`src/hw/rtl/pidwd_pkg.sv`:
```
`timescale 1ns / 1ps
// ----------------------------------------------------------------------------
// pidwd_pkg: shared types and constants of the PID drive controller
// Register map, configuration bundle and the controller-to-datapath commands.
// ----------------------------------------------------------------------------
package pidwd_pkg;

  localparam int SAMPLE_BITS_DEF    = 16;
  localparam int GAIN_FRAC_BITS_DEF = 8;

  localparam int ADDR_W  = 5;
  localparam int DATA_W  = 32;
  localparam int DRIVE_W = 16;
  localparam int GAIN_W  = 16;
  localparam int WF_W    = 17;
  localparam int INTEG_W = 32;

  typedef enum logic [2:0] {
    REG_GAIN_P,
    REG_GAIN_I,
    REG_GAIN_D,
    REG_OUT_LOW,
    REG_OUT_HIGH,
    REG_TARGET,
    REG_WINDUP_FACTOR,
    REG_RUN_ENABLE
  } reg_idx_t;

  localparam logic signed [GAIN_W-1:0]  GAIN_RST     = 16'sd0;
  localparam logic signed [DRIVE_W-1:0] OUT_LOW_RST  = 16'sh8000;
  localparam logic signed [DRIVE_W-1:0] OUT_HIGH_RST = 16'sh7FFF;
  localparam logic signed [DRIVE_W-1:0] TARGET_RST   = 16'sd0;
  localparam logic [WF_W-1:0]           WF_RST       = 17'd3277;

  typedef struct packed {
    logic signed [GAIN_W-1:0]  gain_p;
    logic signed [GAIN_W-1:0]  gain_i;
    logic signed [GAIN_W-1:0]  gain_d;
    logic signed [DRIVE_W-1:0] out_low;
    logic signed [DRIVE_W-1:0] out_high;
    logic signed [DRIVE_W-1:0] target;
    logic [WF_W-1:0]           windup_factor;
    logic                      run_enable;
  } cfg_t;

  // Operand pairs fed to the shared multiplier.
  typedef enum logic [1:0] {
    MUL_WF,
    MUL_P,
    MUL_D,
    MUL_I
  } mul_sel_t;

  typedef struct packed {
    logic     take_run;
    logic     take_off;
    mul_sel_t mul_sel;
    logic     integ_en;
    logic     acc_clr;
    logic     acc_add;
    logic     commit_run;
    logic     commit_off;
  } cmd_t;

endpackage

```
`src/hw/rtl/pidwd_regs.sv`:
```
`timescale 1ns / 1ps
// ----------------------------------------------------------------------------
// pidwd_regs: configuration register file
// APB-style write and read access to the eight controller registers.
// ----------------------------------------------------------------------------
module pidwd_regs (
  input  logic                        clk,
  input  logic                        rst_n,
  input  logic                        psel,
  input  logic                        penable,
  input  logic                        pwrite,
  input  logic [pidwd_pkg::ADDR_W-1:0] paddr,
  input  logic [pidwd_pkg::DATA_W-1:0] pwdata,
  output logic [pidwd_pkg::DATA_W-1:0] prdata,
  output logic                        pready,
  output pidwd_pkg::cfg_t             cfg,
  output logic                        run_clear
);
  import pidwd_pkg::*;

  cfg_t     cfg_r;
  logic     wr_en;
  reg_idx_t idx;

  assign pready = 1'b1;
  assign wr_en  = psel && penable && pwrite;
  assign idx    = reg_idx_t'(paddr[ADDR_W-1:2]);
  assign cfg    = cfg_r;

  // Switching the loop off discards the integral and the previous error at once.
  assign run_clear = wr_en && (idx == REG_RUN_ENABLE) && !pwdata[0];

  always_ff @(posedge clk) begin
    if (!rst_n) begin
      cfg_r.gain_p        <= GAIN_RST;
      cfg_r.gain_i        <= GAIN_RST;
      cfg_r.gain_d        <= GAIN_RST;
      cfg_r.out_low       <= OUT_LOW_RST;
      cfg_r.out_high      <= OUT_HIGH_RST;
      cfg_r.target        <= TARGET_RST;
      cfg_r.windup_factor <= WF_RST;
      cfg_r.run_enable    <= 1'b0;
    end else if (wr_en) begin
      unique case (idx)
        REG_GAIN_P:        cfg_r.gain_p        <= pwdata[GAIN_W-1:0];
        REG_GAIN_I:        cfg_r.gain_i        <= pwdata[GAIN_W-1:0];
        REG_GAIN_D:        cfg_r.gain_d        <= pwdata[GAIN_W-1:0];
        REG_OUT_LOW:       cfg_r.out_low       <= pwdata[DRIVE_W-1:0];
        REG_OUT_HIGH:      cfg_r.out_high      <= pwdata[DRIVE_W-1:0];
        REG_TARGET:        cfg_r.target        <= pwdata[DRIVE_W-1:0];
        REG_WINDUP_FACTOR: cfg_r.windup_factor <= pwdata[WF_W-1:0];
        REG_RUN_ENABLE:    cfg_r.run_enable    <= pwdata[0];
        default: ;
      endcase
    end
  end

  always_comb begin
    unique case (idx)
      REG_GAIN_P:        prdata = DATA_W'(cfg_r.gain_p);
      REG_GAIN_I:        prdata = DATA_W'(cfg_r.gain_i);
      REG_GAIN_D:        prdata = DATA_W'(cfg_r.gain_d);
      REG_OUT_LOW:       prdata = DATA_W'(cfg_r.out_low);
      REG_OUT_HIGH:      prdata = DATA_W'(cfg_r.out_high);
      REG_TARGET:        prdata = DATA_W'(cfg_r.target);
      REG_WINDUP_FACTOR: prdata = DATA_W'(cfg_r.windup_factor);
      REG_RUN_ENABLE:    prdata = DATA_W'(cfg_r.run_enable);
      default:           prdata = '0;
    endcase
  end

endmodule

```
`src/hw/rtl/pidwd_ctrl.sv`:
```
`timescale 1ns / 1ps
// ----------------------------------------------------------------------------
// pidwd_ctrl: sequencing controller
// Steps one sample through the shared multiplier and owns the result valid.
// ----------------------------------------------------------------------------
module pidwd_ctrl (
  input  logic            clk,
  input  logic            rst_n,
  input  logic            in_valid,
  output logic            in_ready,
  output logic            out_valid,
  input  logic            out_ready,
  input  logic            run_enable,
  output pidwd_pkg::cmd_t cmd
);
  import pidwd_pkg::*;

  typedef enum logic [2:0] {
    S_IDLE,
    S_MW,
    S_MP,
    S_MD,
    S_MI,
    S_ACC,
    S_FIN,
    S_OFF
  } state_t;

  state_t state_r;
  state_t state_nxt;
  logic   out_valid_r;
  logic   slot_free;

  assign in_ready  = (state_r == S_IDLE);
  assign out_valid = out_valid_r;
  // A waiting result may be replaced in the cycle in which it is taken.
  assign slot_free = !out_valid_r || out_ready;

  always_comb begin
    cmd       = '0;
    cmd.mul_sel = MUL_WF;
    state_nxt = state_r;
    unique case (state_r)
      S_IDLE: begin
        if (in_valid) begin
          if (run_enable) begin
            cmd.take_run = 1'b1;
            state_nxt    = S_MW;
          end else begin
            cmd.take_off = 1'b1;
            state_nxt    = S_OFF;
          end
        end
      end
      S_MW: begin
        cmd.mul_sel = MUL_WF;
        state_nxt   = S_MP;
      end
      S_MP: begin
        cmd.mul_sel  = MUL_P;
        cmd.integ_en = 1'b1;
        cmd.acc_clr  = 1'b1;
        state_nxt    = S_MD;
      end
      S_MD: begin
        cmd.mul_sel = MUL_D;
        cmd.acc_add = 1'b1;
        state_nxt   = S_MI;
      end
      S_MI: begin
        cmd.mul_sel = MUL_I;
        cmd.acc_add = 1'b1;
        state_nxt   = S_ACC;
      end
      S_ACC: begin
        cmd.acc_add = 1'b1;
        state_nxt   = S_FIN;
      end
      S_FIN: begin
        if (slot_free) begin
          cmd.commit_run = 1'b1;
          state_nxt      = S_IDLE;
        end
      end
      S_OFF: begin
        if (slot_free) begin
          cmd.commit_off = 1'b1;
          state_nxt      = S_IDLE;
        end
      end
      default: state_nxt = S_IDLE;
    endcase
  end

  always_ff @(posedge clk) begin
    if (!rst_n) begin
      state_r     <= S_IDLE;
      out_valid_r <= 1'b0;
    end else begin
      state_r <= state_nxt;
      if (cmd.commit_run || cmd.commit_off) begin
        out_valid_r <= 1'b1;
      end else if (out_ready) begin
        out_valid_r <= 1'b0;
      end
    end
  end

endmodule

```
`src/hw/rtl/pidwd_dp.sv`:
```
`timescale 1ns / 1ps
// ----------------------------------------------------------------------------
// pidwd_dp: controller datapath
// Error terms, damped integral, shared multiplier, accumulator and clamp.
// ----------------------------------------------------------------------------
module pidwd_dp #(
  parameter int SAMPLE_BITS    = pidwd_pkg::SAMPLE_BITS_DEF,
  parameter int GAIN_FRAC_BITS = pidwd_pkg::GAIN_FRAC_BITS_DEF
) (
  input  logic                                 clk,
  input  logic                                 rst_n,
  input  pidwd_pkg::cfg_t                      cfg,
  input  logic                                 run_clear,
  input  pidwd_pkg::cmd_t                      cmd,
  input  logic signed [SAMPLE_BITS-1:0]        in_measured,
  output logic signed [pidwd_pkg::DRIVE_W-1:0] out_drive,
  output logic                                 out_running
);
  import pidwd_pkg::*;

  localparam int ERR_W = ((SAMPLE_BITS > DRIVE_W) ? SAMPLE_BITS : DRIVE_W) + 1;
  localparam int DER_W = ERR_W + 1;
  localparam int MA_W  = (DER_W > INTEG_W) ? DER_W : INTEG_W;
  localparam int MB_W  = WF_W + 1;
  localparam int PR_W  = MA_W + MB_W;
  localparam int ST_W  = PR_W - 16;
  localparam int IS_W  = ST_W + 1;
  localparam int ACC_W = PR_W + 2;
  localparam int RND_W = ACC_W + 1;

  localparam logic signed [PR_W-1:0]  WF_HALF = PR_W'(32768);
  localparam logic signed [RND_W-1:0] HALF    = (RND_W'(1) << GAIN_FRAC_BITS) >> 1;
  localparam logic signed [IS_W-1:0]  I_MAX   = $signed({{(IS_W-31){1'b0}}, {31{1'b1}}});
  localparam logic signed [IS_W-1:0]  I_MIN   = ~I_MAX;

  logic signed [ERR_W-1:0]   err_r;
  logic signed [ERR_W-1:0]   err_nxt;
  logic signed [DER_W-1:0]   deriv_r;
  logic                      sat_r;
  logic signed [ERR_W-1:0]   last_error_r;
  logic signed [INTEG_W-1:0] integral_r;
  logic signed [INTEG_W-1:0] integ_r;
  logic signed [INTEG_W-1:0] integ_nxt;
  logic signed [DRIVE_W-1:0] last_drive_r;
  logic signed [PR_W-1:0]    prod_r;
  logic signed [PR_W-1:0]    prod_nxt;
  logic signed [ACC_W-1:0]   acc_r;
  logic signed [DRIVE_W-1:0] out_drive_r;
  logic                      out_running_r;

  logic signed [MA_W-1:0]    mul_a;
  logic signed [MB_W-1:0]    mul_b;
  logic signed [PR_W-1:0]    wf_round;
  logic signed [ST_W-1:0]    step_w;
  logic signed [IS_W-1:0]    inc;
  logic signed [IS_W-1:0]    isum;
  logic signed [RND_W-1:0]   rnd;
  logic signed [RND_W-1:0]   val;
  logic signed [DRIVE_W-1:0] clamped;

  assign err_nxt = ERR_W'(cfg.target) - ERR_W'(in_measured);

  // The damped step is the windup product rounded to the nearest integer.
  assign wf_round = prod_r + WF_HALF;
  assign step_w   = $signed(wf_round[PR_W-1:16]);
  assign inc      = sat_r ? IS_W'(step_w) : IS_W'(err_r);
  assign isum     = IS_W'(integral_r) + inc;

  always_comb begin
    if (isum > I_MAX) begin
      integ_nxt = 32'sh7FFF_FFFF;
    end else if (isum < I_MIN) begin
      integ_nxt = 32'sh8000_0000;
    end else begin
      integ_nxt = isum[INTEG_W-1:0];
    end
  end

  always_comb begin
    case (cmd.mul_sel)
      MUL_WF: begin
        mul_a = MA_W'(err_r);
        mul_b = $signed({1'b0, cfg.windup_factor});
      end
      MUL_P: begin
        mul_a = MA_W'(err_r);
        mul_b = MB_W'(cfg.gain_p);
      end
      MUL_D: begin
        mul_a = MA_W'(deriv_r);
        mul_b = MB_W'(cfg.gain_d);
      end
      MUL_I: begin
        mul_a = MA_W'(integ_r);
        mul_b = MB_W'(cfg.gain_i);
      end
      default: begin
        mul_a = '0;
        mul_b = '0;
      end
    endcase
  end

  assign prod_nxt = mul_a * mul_b;

  // Taking the upper bits of the rounded sum is a floor shift.
  assign rnd = RND_W'(acc_r) + HALF;
  assign val = rnd >>> GAIN_FRAC_BITS;

  // With inverted limits, a value above the high limit clamps high, else low.
  always_comb begin
    if (val > RND_W'(cfg.out_high)) begin
      clamped = cfg.out_high;
    end else if (val < RND_W'(cfg.out_low)) begin
      clamped = cfg.out_low;
    end else begin
      clamped = val[DRIVE_W-1:0];
    end
  end

  always_ff @(posedge clk) begin
    prod_r <= prod_nxt;
    if (cmd.take_run) begin
      err_r   <= err_nxt;
      deriv_r <= DER_W'(err_nxt) - DER_W'(last_error_r);
      sat_r   <= (last_drive_r >= cfg.out_high) || (last_drive_r <= cfg.out_low);
    end
    if (cmd.integ_en) begin
      integ_r <= integ_nxt;
    end
    if (cmd.acc_clr) begin
      acc_r <= '0;
    end else if (cmd.acc_add) begin
      acc_r <= acc_r + ACC_W'(prod_r);
    end
    if (cmd.commit_run) begin
      out_drive_r   <= clamped;
      out_running_r <= 1'b1;
    end else if (cmd.commit_off) begin
      out_drive_r   <= last_drive_r;
      out_running_r <= 1'b0;
    end
  end

  always_ff @(posedge clk) begin
    if (!rst_n) begin
      integral_r   <= '0;
      last_error_r <= '0;
      last_drive_r <= '0;
    end else begin
      if (run_clear || cmd.take_off) begin
        integral_r   <= '0;
        last_error_r <= '0;
      end else if (cmd.commit_run) begin
        integral_r   <= integ_r;
        last_error_r <= err_r;
      end
      if (cmd.commit_run) begin
        last_drive_r <= clamped;
      end
    end
  end

  assign out_drive   = out_drive_r;
  assign out_running = out_running_r;

endmodule

```
`src/hw/rtl/pid_controller_windup_damped_unit.sv`:
```
`timescale 1ns / 1ps
// ----------------------------------------------------------------------------
// pid_controller_windup_damped_unit: PID drive controller with damped windup
// One measured sample in, one clamped drive value out, APB configuration.
// ----------------------------------------------------------------------------
//   Channel  Ports                                   Handshake
//   in       in_measured                             in_valid / in_ready
//   out      out_drive, out_running                  out_valid / out_ready
//   cfg      psel penable pwrite paddr pwdata prdata APB, pready tied high
//
// A running sample steps through states MW, MP, MD, MI, ACC and FIN: the
// four products (windup, P, D, I) share one multiplier, one per cycle, then
// the accumulate and the round-and-clamp step. A disabled sample uses OFF.
// rst_n is synchronous; it restores the register defaults and clears state.
// A result that is not taken holds the controller in its final cycle, with the
// input side closed until the result register can be reloaded.
// ----------------------------------------------------------------------------
module pid_controller_windup_damped_unit #(
  parameter int SAMPLE_BITS    = pidwd_pkg::SAMPLE_BITS_DEF,
  parameter int GAIN_FRAC_BITS = pidwd_pkg::GAIN_FRAC_BITS_DEF
) (
  input  logic                                 clk,
  input  logic                                 rst_n,
  input  logic                                 in_valid,
  output logic                                 in_ready,
  input  logic signed [SAMPLE_BITS-1:0]        in_measured,
  output logic                                 out_valid,
  input  logic                                 out_ready,
  output logic signed [pidwd_pkg::DRIVE_W-1:0] out_drive,
  output logic                                 out_running,
  input  logic                                 psel,
  input  logic                                 penable,
  input  logic                                 pwrite,
  input  logic [pidwd_pkg::ADDR_W-1:0]         paddr,
  input  logic [pidwd_pkg::DATA_W-1:0]         pwdata,
  output logic [pidwd_pkg::DATA_W-1:0]         prdata,
  output logic                                 pready
);
  import pidwd_pkg::*;

  cfg_t cfg;
  cmd_t cmd;
  logic run_clear;

  pidwd_regs u_regs (
    .clk       (clk),
    .rst_n     (rst_n),
    .psel      (psel),
    .penable   (penable),
    .pwrite    (pwrite),
    .paddr     (paddr),
    .pwdata    (pwdata),
    .prdata    (prdata),
    .pready    (pready),
    .cfg       (cfg),
    .run_clear (run_clear)
  );

  pidwd_ctrl u_ctrl (
    .clk        (clk),
    .rst_n      (rst_n),
    .in_valid   (in_valid),
    .in_ready   (in_ready),
    .out_valid  (out_valid),
    .out_ready  (out_ready),
    .run_enable (cfg.run_enable),
    .cmd        (cmd)
  );

  pidwd_dp #(
    .SAMPLE_BITS    (SAMPLE_BITS),
    .GAIN_FRAC_BITS (GAIN_FRAC_BITS)
  ) u_dp (
    .clk         (clk),
    .rst_n       (rst_n),
    .cfg         (cfg),
    .run_clear   (run_clear),
    .cmd         (cmd),
    .in_measured (in_measured),
    .out_drive   (out_drive),
    .out_running (out_running)
  );

  // Only one sample is in flight at a time.
  a_one_in_flight: assert property (@(posedge clk) disable iff (!rst_n)
    in_valid && in_ready |=> !in_ready)
    else $error("second transaction accepted while a sample was in flight");

  // A fresh result is issued as the controller returns to idle.
  a_result_at_idle: assert property (@(posedge clk) disable iff (!rst_n)
    $rose(out_valid) |-> in_ready)
    else $error("result issued while the controller was still busy");

  // A computed drive respects ordered limits.
  a_drive_in_limits: assert property (@(posedge clk) disable iff (!rst_n)
    out_valid && out_running && (cfg.out_low <= cfg.out_high)
    |-> (out_drive >= cfg.out_low) && (out_drive <= cfg.out_high))
    else $error("computed drive outside the configured limits");

endmodule

```
`config.mk`:
```
export PLATFORM = sky130hd
export DESIGN_NAME = pid_controller_windup_damped_unit
export DESIGN_NICKNAME = d
export VERILOG_FILES = /design/src/hw/rtl/pidwd_pkg.sv /design/src/hw/rtl/pidwd_regs.sv /design/src/hw/rtl/pidwd_ctrl.sv /design/src/hw/rtl/pidwd_dp.sv /design/src/hw/rtl/pid_controller_windup_damped_unit.sv
export SDC_FILE = /design/constraint.sdc
export NUM_CORES = 2
export LEC_CHECK = 0
export ABC_AREA = 1
export BUFFER_PORTS_ARGS = -buffer_cell sky130_fd_sc_hd__buf_2
export CAP_MARGIN = 30
export CORE_MARGIN = 2
export CORE_UTILIZATION = 40
export DETAILED_ROUTE_END_ITERATION = 12
export GPL_TIMING_DRIVEN = 0
export PLACE_DENSITY = 0.56
export SLEW_MARGIN = 20
export SYNTH_ARGS = -nofsm -noshare
export SYNTH_HDL_FRONTEND = slang
export SYNTH_SLANG_ARGS = --single-unit
export TNS_END_PERCENT = 5
```
`constraint.sdc`:
```
create_clock -name clk -period 7.8 [get_ports clk]
set_input_delay 1.95 -clock clk [delete_from_list [all_inputs] [get_ports clk]]
set_output_delay 1.95 -clock clk [all_outputs]
set_load 0.005 [all_outputs]
```
==> out/qor.txt <==
status: complete, no violations
IO Pins: 112
Horiz. Die Dim: 346.9 um
Critical Path Source Type: flip-flop
count of input and output buffers: 92
hpwl dp: 147000 um
Core Region: 116400 um2
area leader, netlist: fa_1
fillers: 12250
prevailing post-synth register cell: dfxtp_1
Least-Margin Pin Slew: 0.9731 ns
Clock Tree Buf Depth: 3
Yosys warnings: 0
Cell Rows: 125
area delta synth->final: 10.72%
Gate Count Post-Synth: 6355
WL final: 175200 um
count of pins over their slew limit: 0
Die Y: 346.9 um
CP endpoint kind: flip-flop
first-pass GRT wire length: 261500 um
gr usage total: 0.2883
GPL Wtd Cong: 1.037
area fraction of the dominant cell type after synthesis: 0.2371
register area share after synthesis: 0.1754
Placed Cells incl. Taps: 7988
cell area after synthesis: 47030 um2
layout cells sized above 1: 0.08711
MaxCap Viol Count: 0
CTS root buffer: clkbuf_16
Post-Syn Area per Cell: 7.400 um2
number of flops mapped to enable cells by yosys: 84
wire length per cell: 21.63 um
Starting Density: 0.4041
antenna viol nets, final: 0
vias in the first global route: 41640
worst hold slack: 0.4637 ns
largest net degree at the start of global routing: 42
DRC Markers: 0
Finished Layout Cells: 8102
Worst Clk Skew: 0.03636 ns
register area: 8249 um2
initial antenna violation count: 3
die area: 120300 um2
cts bufs inserted: 42
1st-iter DRT viols: 3836
unrepaired setup endpoints after global routing: true
post-synthesis net count: 7334
clock transition at the registers of the reported paths: 0.06 ns
Max H-tree Level: 2
Seq cells post-synth: 370
Diodes inserted: 0
Min-Delay Path Class: reg2reg
WP data required: 8.34 ns
Final setup violation count: 0
nets: 7523
area occupied by multi-input gates: 33380 um2
Hold Violations, Final: 0
most common library cells after synthesis: nand2_1, inv_1, nor2_1
period utilization: 0.9725
Pre-Repair DR Iteration Count: 6
Worst slew margin: 0.3513
Avg Vias per Cell: 5.280
clk_lat worst skew: 0.62 ns
clock sink count: 370
CP Data Arrival Time: 8.13 ns
crit-path max FO: 10
CTS tree: done
most numerous cell in the Yosys netlist: nand2_1
utilization after layout: 0.4475
Synth cell types: 64
WS Path Type: reg2reg
vias: 42780
min Tclk post-route: 7.586 ns
GRT overflow: 0
top post-synthesis cells by area: fa_1, dfxtp_1, nand2_1
Highest Clock Rate: 131.8 MHz
Async S/R FF share, synth: 0
-- kinds of logic (layout without fill, tap and decap cells) --
kind of cell / count (synthesis) / in the layout / synth area share
DFF: 370 / 370 / 0.1754
and+or+nand+nor: 2420 / 2420 / 0.2131
AOI/OAI and AO/OA: 967 / 967 / 0.1162
xor gates and xnor gates: 200 / 200 / 0.03741
other: 1 / 1 / 0.00007974
buffers and inverters: 1478 / 1701 / 0.1245
adders and majority gates: 919 / 919 / 0.3334
-- stage by stage --
step | setup TNS [ns] | area, um2 | setup slack (ns)
floorplan | 0 | 47030 | 0.8012
global placement | -44.94 | 49390 | -1.020
detailed placement | -22.59 | 49640 | -1.010
CTS | 0 | 51420 | 0.001640
global route | -0.07098 | 52070 | -0.02845
finish | 0 | 52070 | 0.2143
-- state kept, by name, summed over array words and instances, names as in the netlist --
name               flops
u_dp.err_r            17
u_ctrl.out_valid       1
u_dp.deriv_r          18
u_dp.out_running       1
u_dp.integ_r          32
u_dp.prod_r           50
u_dp.integral_r       32
u_dp.last_drive_r     16
u_dp.acc_r            52
u_dp.out_drive        16
u_ctrl.state_r         3
u_dp.sat_r             1
u_dp.last_error_r     17
u_regs.cfg           114
-- cell usage in the layout, fill, tap and decap left out, types with 47 or more instances in the layout --
cell,n
nand2_1,1258
inv_1,1224
nor2_1,711
fa_1,547
a21oi_1,431
ha_1,349
dfxtp_1,285
o21ai_0,277
nand3_1,204
xor2_1,133
buf_2,124
edfxtp_1,84
buf_4,80
xnor2_1,66
nor3_1,65
clkbuf_1,60
nand4_1,51
inv_2,47
-- layer usage --
layer / vias to the layer above / global-route usage / part of all wire
li1: 20230 / - / -
met1: 20820 / 0.4166 / 0.45
met2: 1503 / 0.4418 / 0.43
met3: 220 / 0.04902 / 0.082
met4: 4 / 0.08083 / 0.034
met5: - / 0 / 0.00011
-- worst max-delay path, cell delays in order (launching register included) --
cell and delay (ns):
dfxtp_1 0.40, inv_2 0.09, nor3_4 0.39, inv_4 0.13
nand2_4 0.16, nor2_4 0.07, buf_4 0.21, nand2_1 0.09
nand2_2 0.24, inv_6 0.24, nor2_2 0.09, fa_2 0.71
fa_2 0.52, buf_4 0.19, fa_1 0.55, fa_1 0.45
fa_1 0.56, inv_1 0.06, fa_1 0.53, inv_1 0.05
ha_1 0.39, nand2_1 0.15, nor2_1 0.18, inv_1 0.14
nor4_4 0.30, or3b_1 0.37, nand3_1 0.09, xor2_1 0.14
-- final timing paths --
kind              cells past startpoint                    end  slack [ns]             startpoint
setup reg to reg                     27        u_dp.prod_r[43]        0.21      u_ctrl.state_r[1]
setup / recovery                     27        u_dp.prod_r[43]        0.21      u_ctrl.state_r[1]
hold / removal                        2  u_dp.last_error_r[12]        0.46  u_dp.last_error_r[12]
hold reg to reg                       2  u_dp.last_error_r[12]        0.46  u_dp.last_error_r[12]
-- final cells by class --
cell class	count	share of cell area
multi-input combinational	4507	0.6411
sequential	370	0.1584
inverter	1295	0.09494
tap	1524	0.03662
clock buffer	55	0.02410
buffer	180	0.02064
timing repair buffer	148	0.01949
clock inverter	23	0.004662
-- timing repair --
| action | in CTS | in global routing |
|---|---|---|
| setup endpoints to repair | 32 | 23 |
| gates resized for setup | 66 | 114 |
| pin swaps | 2 | 14 |
| cloned | 0 | 0 |
| buffers inserted | 7 | 31 |
| hold buffers | 0 | 0 |
Power is left out: the tool's default activity adds up to more than one toggle a clock period on the data nets, which glitch-free logic cannot reach.
